**config.mk**
```make
export PLATFORM = sky130hd
export DESIGN_NAME = dgr_ctrl
export DESIGN_NICKNAME = d
export VERILOG_FILES = /design/src/rtl/dgr_pkg.sv /design/src/rtl/dgr_ctrl.sv
export SDC_FILE = /design/constraint.sdc
export NUM_CORES = 1
export LEC_CHECK = 0
export BUFFER_PORTS_ARGS = -buffer_cell sky130_fd_sc_hd__buf_2
export CORE_AREA = 4 4 41 43
export DETAILED_ROUTE_END_ITERATION = 8
export DIE_AREA = 0 0 45 47
export PLACE_DENSITY = 0.47
export SYNTH_ARGS = -nofsm -noshare
export SYNTH_HDL_FRONTEND = slang
export SYNTH_SLANG_ARGS = --single-unit
```
**constraint.sdc**
```tcl
create_clock -name clock -period 1.6 [get_ports clock]
set_input_delay 0.08 -clock clock [delete_from_list [all_inputs] [get_ports clock]]
set_output_delay 0.08 -clock clock [all_outputs]
set_load 0.02 [all_outputs]
```
**src/rtl/dgr_pkg.sv**
```systemverilog
// shared types, constants and helper functions of the reachability block
package dgr_pkg;

   localparam int NODES  = 64;
   localparam int NODE_W = 6;

   typedef logic [NODE_W-1:0] node_type;
   typedef logic [NODES-1:0]  row_type;

   typedef enum logic [1:0] {
      OP_QUERY  = 2'd0,
      OP_INSERT = 2'd1,
      OP_DELETE = 2'd2
   } op_type;

   typedef enum logic [2:0] {
      ST_IDLE,
      ST_RD_A,
      ST_WR_A,
      ST_RD_B,
      ST_WR_B,
      ST_Q_INIT,
      ST_Q_RUN,
      ST_Q_OUT
   } state_type;

   typedef enum logic [1:0] {
      SEL_A,
      SEL_B,
      SEL_PICK
   } sel_type;

   typedef struct packed {
      logic    load;
      logic    rd_en;
      sel_type rd_sel;
      logic    wr_en;
      sel_type wr_sel;
      logic    q_init;
      logic    expand;
      logic    emit;
   } cmd_type;

   typedef struct packed {
      logic edit_ok;
      logic q_done;
      logic rsp_free;
   } status_type;

   function automatic logic in_range(input node_type n);
      in_range = (int'(n) < NODES);
   endfunction

   // lowest set bit of a non-empty vector
   function automatic node_type first_set(input row_type v);
      node_type idx;
      idx = '0;
      for (int i = NODES - 1; i >= 0; i--) begin
         if (v[i]) begin
            idx = NODE_W'(i);
         end
      end
      first_set = idx;
   endfunction

endpackage

```
**src/rtl/dgr_ctrl.sv**
```systemverilog
// sequencer for edge edits and reachability queries
module dgr_ctrl (
   input  logic                clock,
   input  logic                reset,
   input  logic                req_valid,
   output logic                req_ready,
   input  logic [1:0]          req_op,
   input  dgr_pkg::status_type status,
   output dgr_pkg::cmd_type    cmd
);

   dgr_pkg::state_type state_ff;
   dgr_pkg::state_type state_in;

   always_ff @(posedge clock) begin
      if (reset) begin
         state_ff <= dgr_pkg::ST_IDLE;
      end else begin
         state_ff <= state_in;
      end
   end

   always_comb begin
      state_in   = state_ff;
      req_ready  = 1'b0;
      cmd        = '0;
      cmd.rd_sel = dgr_pkg::SEL_A;
      cmd.wr_sel = dgr_pkg::SEL_A;
      case (state_ff)
         dgr_pkg::ST_IDLE: begin
            req_ready = 1'b1;
            if (req_valid) begin
               cmd.load = 1'b1;
               case (req_op)
                  dgr_pkg::OP_QUERY: begin
                     state_in = dgr_pkg::ST_Q_INIT;
                  end
                  dgr_pkg::OP_INSERT, dgr_pkg::OP_DELETE: begin
                     if (status.edit_ok) begin
                        state_in = dgr_pkg::ST_RD_A;
                     end
                  end
                  default: begin
                     state_in = dgr_pkg::ST_IDLE;
                  end
               endcase
            end
         end
         dgr_pkg::ST_RD_A: begin
            cmd.rd_en  = 1'b1;
            cmd.rd_sel = dgr_pkg::SEL_A;
            state_in   = dgr_pkg::ST_WR_A;
         end
         dgr_pkg::ST_WR_A: begin
            cmd.wr_en  = 1'b1;
            cmd.wr_sel = dgr_pkg::SEL_A;
            state_in   = dgr_pkg::ST_RD_B;
         end
         dgr_pkg::ST_RD_B: begin
            cmd.rd_en  = 1'b1;
            cmd.rd_sel = dgr_pkg::SEL_B;
            state_in   = dgr_pkg::ST_WR_B;
         end
         dgr_pkg::ST_WR_B: begin
            cmd.wr_en  = 1'b1;
            cmd.wr_sel = dgr_pkg::SEL_B;
            state_in   = dgr_pkg::ST_IDLE;
         end
         dgr_pkg::ST_Q_INIT: begin
            cmd.q_init = 1'b1;
            state_in   = dgr_pkg::ST_Q_RUN;
         end
         dgr_pkg::ST_Q_RUN: begin
            cmd.expand = 1'b1;
            cmd.rd_en  = 1'b1;
            cmd.rd_sel = dgr_pkg::SEL_PICK;
            if (status.q_done) begin
               state_in = dgr_pkg::ST_Q_OUT;
            end
         end
         dgr_pkg::ST_Q_OUT: begin
            if (status.rsp_free) begin
               cmd.emit = 1'b1;
               state_in = dgr_pkg::ST_IDLE;
            end
         end
         default: begin
            state_in = dgr_pkg::ST_IDLE;
         end
      endcase
   end

endmodule

```
==> results.cfg <==
[cells_and_area]
nets = 71
drive_above_1_share = 0.383
finalInstanceArea_um2 = 422
fillers = 158
diodes = 0
top_regs = state_ff: 3 flops
regMostFlops = state_ff
largest_reg_flops = 3
syn2layout_area_growth_pct = 32.7

[synth]
synth_cell_types = 26
seq_area_frac_synth = 0.189
post-synth-top-area-cell = dfxtp_1
synth_warnings = 0
synth_area_leaders = dfxtp_1 (19%), ha_1 (7.9%), buf_6 (7.1%)
synth_seq_cells = 3
syn_area_um2 = 318
synth_top_area_share = 0.189
avgSynthCellArea_um2 = 7.57
syn_inst = 42
synthesis.nets = 52

[cts]
cts.sinks = 3
post_cts_resized = 0
cts_buffer_depth = 2
cts_buffers = 3
htree_num_levels = 1
cts_hold_buf = 0
path_clk_slew_ps = 40
tritoncts = done
post_cts_buffers = 0
clock_latency_ps = 230
cts_root_buf = clkbuf_4

[floorplan]
core-area_um2 = 1300
die_h_um = 47
initial_utilization = 0.244
die_area_um2 = 2120
std_cell_rows = 13
boundaryPins = 19
die_width_um = 45

[critical_path]
cp.required_ps = 1520
crit_slowest_cell = dfxtp_1
worstPathArrival_ps = 1280
crit_chain = nand2_1 -> nor2_1 -> a21o_1 -> buf_2
start_kind = flip-flop
slowest_delay_ps = 490
cp-end-kind = output pin
crit_type = flip-flop to output pin
worstPathMaxFanout = 9

[sta]
slew_viol_final = 0
skew_ps = 0.923
clock.fmax_mhz = 737
fin_crit_ps = 1360
finalSetupViolCount = 0
hold_viol = 0
rsz0062_at_grt = false
timing.setup.tns_ps = 0
min_period_over_period = 0.848

[route]
viasPerCell = 4.33
drt-pass1-iter-count = 4
post_drt_wl_per_cell_um = 9.59
drc = 0
drt_iter0_drc = 6
vias = 325
drt_wl_total_um = 719
ant_nets = 0

[placed_design]
placed_cell_area_um2 = 395
port-buffer-count = 17
hpwl_um = 563
gp_congestion = 0.716

[worst_hold_path]
hold_path.class = input port to flip-flop

[global_routing]
track_usage = 0.0750
antenna_found_initial = 0
grt_pass1_wl_um = 1110
grt_pass1_vias = 256
overflow = 0
grt_max_degree = 17

[pwr]
p_leak_nw = 0.221
powerDensity_nw_per_um2 = 941
vdd_drop_max_mv = 0.420

[run]
maxCapViolCount = 0

[outcome]
outcome = finished clean
[area by class of cell]
| class | instances | area, um2 | share of cell area |
|---|---|---|---|
| well taps | 15 | 18.8 | 0.0445 |
| clock buffers | 4 | 26.3 | 0.0623 |
| flip-flops and latches | 3 | 60.1 | 0.142 |
| repair buffers | 18 | 92.6 | 0.220 |
| multi-input cells | 32 | 213 | 0.504 |
| inverters | 3 | 11.3 | 0.0267 |
[synthesized netlist by cell type]
cell type	instances
nor2_1	6
dfxtp_1	3
inv_1	3
nand2_1	3
a21o_1	2
buf_6	2
ha_1	2
nand2b_1	2
o21ai_0	2
a211oi_2	1
a21boi_0	1
a31oi_1	1
and2_1	1
and3_1	1
buf_4	1
clkbuf_1	1
conb_1	1
nor3_1	1
nor3_2	1
nor3b_1	1
o21a_1	1
o21bai_1	1
o221ai_1	1
or3b_1	1
or4b_1	1
xnor2_1	1
[final timing paths]
kind | to | cells past startpoint | from | slack, ps
worst max register to register | state_ff[0] | 3 | state_ff[2] | 310
worst min register to register | state_ff[1] | 2 | state_ff[1] | 610
worst max-delay path | cmd[8] | 4 | state_ff[2] | 240
worst min-delay path | state_ff[2] | 2 | reset | 70
[cells by family after synthesis]
| group | synth area share |
|---|---|
| flip-flops | 0.189 |
| XOR/XNOR | 0.0276 |
| AO/OA/AOI/OAI | 0.236 |
| AND/OR/NAND/NOR | 0.315 |
| buffers and inverters | 0.142 |
| adder cells (fa/ha/maj) | 0.0787 |
| other | 0.0118 |
[critical path: cells and delay by family (launching register included)]
family | cells | cell delay (ps)
flip-flops | 1 | 490
buffers and inverters | 1 | 150
AND/OR/NAND/NOR | 2 | 310
AO/OA/AOI/OAI | 1 | 90
[cell usage in the layout (no fill, tap or decap)]
cell / count
or4b_1: 1
nor3_2: 1
nor3b_1: 1
nor3_1: 1
o21bai_1: 1
and3_1: 1
nor2_1: 6
conb_1: 1
o221ai_1: 1
clkbuf_4: 3
inv_1: 3
buf_4: 1
o21a_1: 1
a31oi_1: 1
dfxtp_1: 3
or3b_1: 1
a21boi_0: 1
a21o_1: 2
and2_1: 1
o21ai_0: 2
nand2b_1: 2
clkbuf_1: 1
xnor2_1: 1
a211oi_2: 1
buf_2: 17
nand2_1: 3
ha_1: 2
[power by group]
group          switching, W  internal, W  leakage, nW  total [W]
clock network     0.0000391    0.0000935       0.0150   0.000133
registers         0.0000286    0.0000857       0.0246   0.000114
logic             0.0000841    0.0000658        0.182   0.000150
[metal layers]
metal	global-route usage	up-vias	routed length, um
li1	-	178	-
met1	0.0952	131	334
met2	0.0904	16	292
met3	0.0460	0	92
met4	0.0526	0	0
met5	0	-	0
[per-stage QoR]
| stage | instances | util | setup WS (ps) | hold slack (ps) | total power [W] |
|---|---|---|---|---|---|
| after global placement | 71 | 0.304 | 286 | 309 | 0.000269 |
| after floorplan | 42 | - | 248 | 153 | 0.000229 |
| after detailed placement | 71 | 0.304 | 326 | 307 | 0.000269 |
| after global routing | 75 | 0.324 | 120 | 70.4 | 0.000433 |
| after CTS | 75 | 0.324 | 228 | 61.0 | 0.000407 |
| final | 75 | 0.324 | 244 | 74.4 | 0.000397 |
Note: power is estimated with default switching activity, not from simulation.
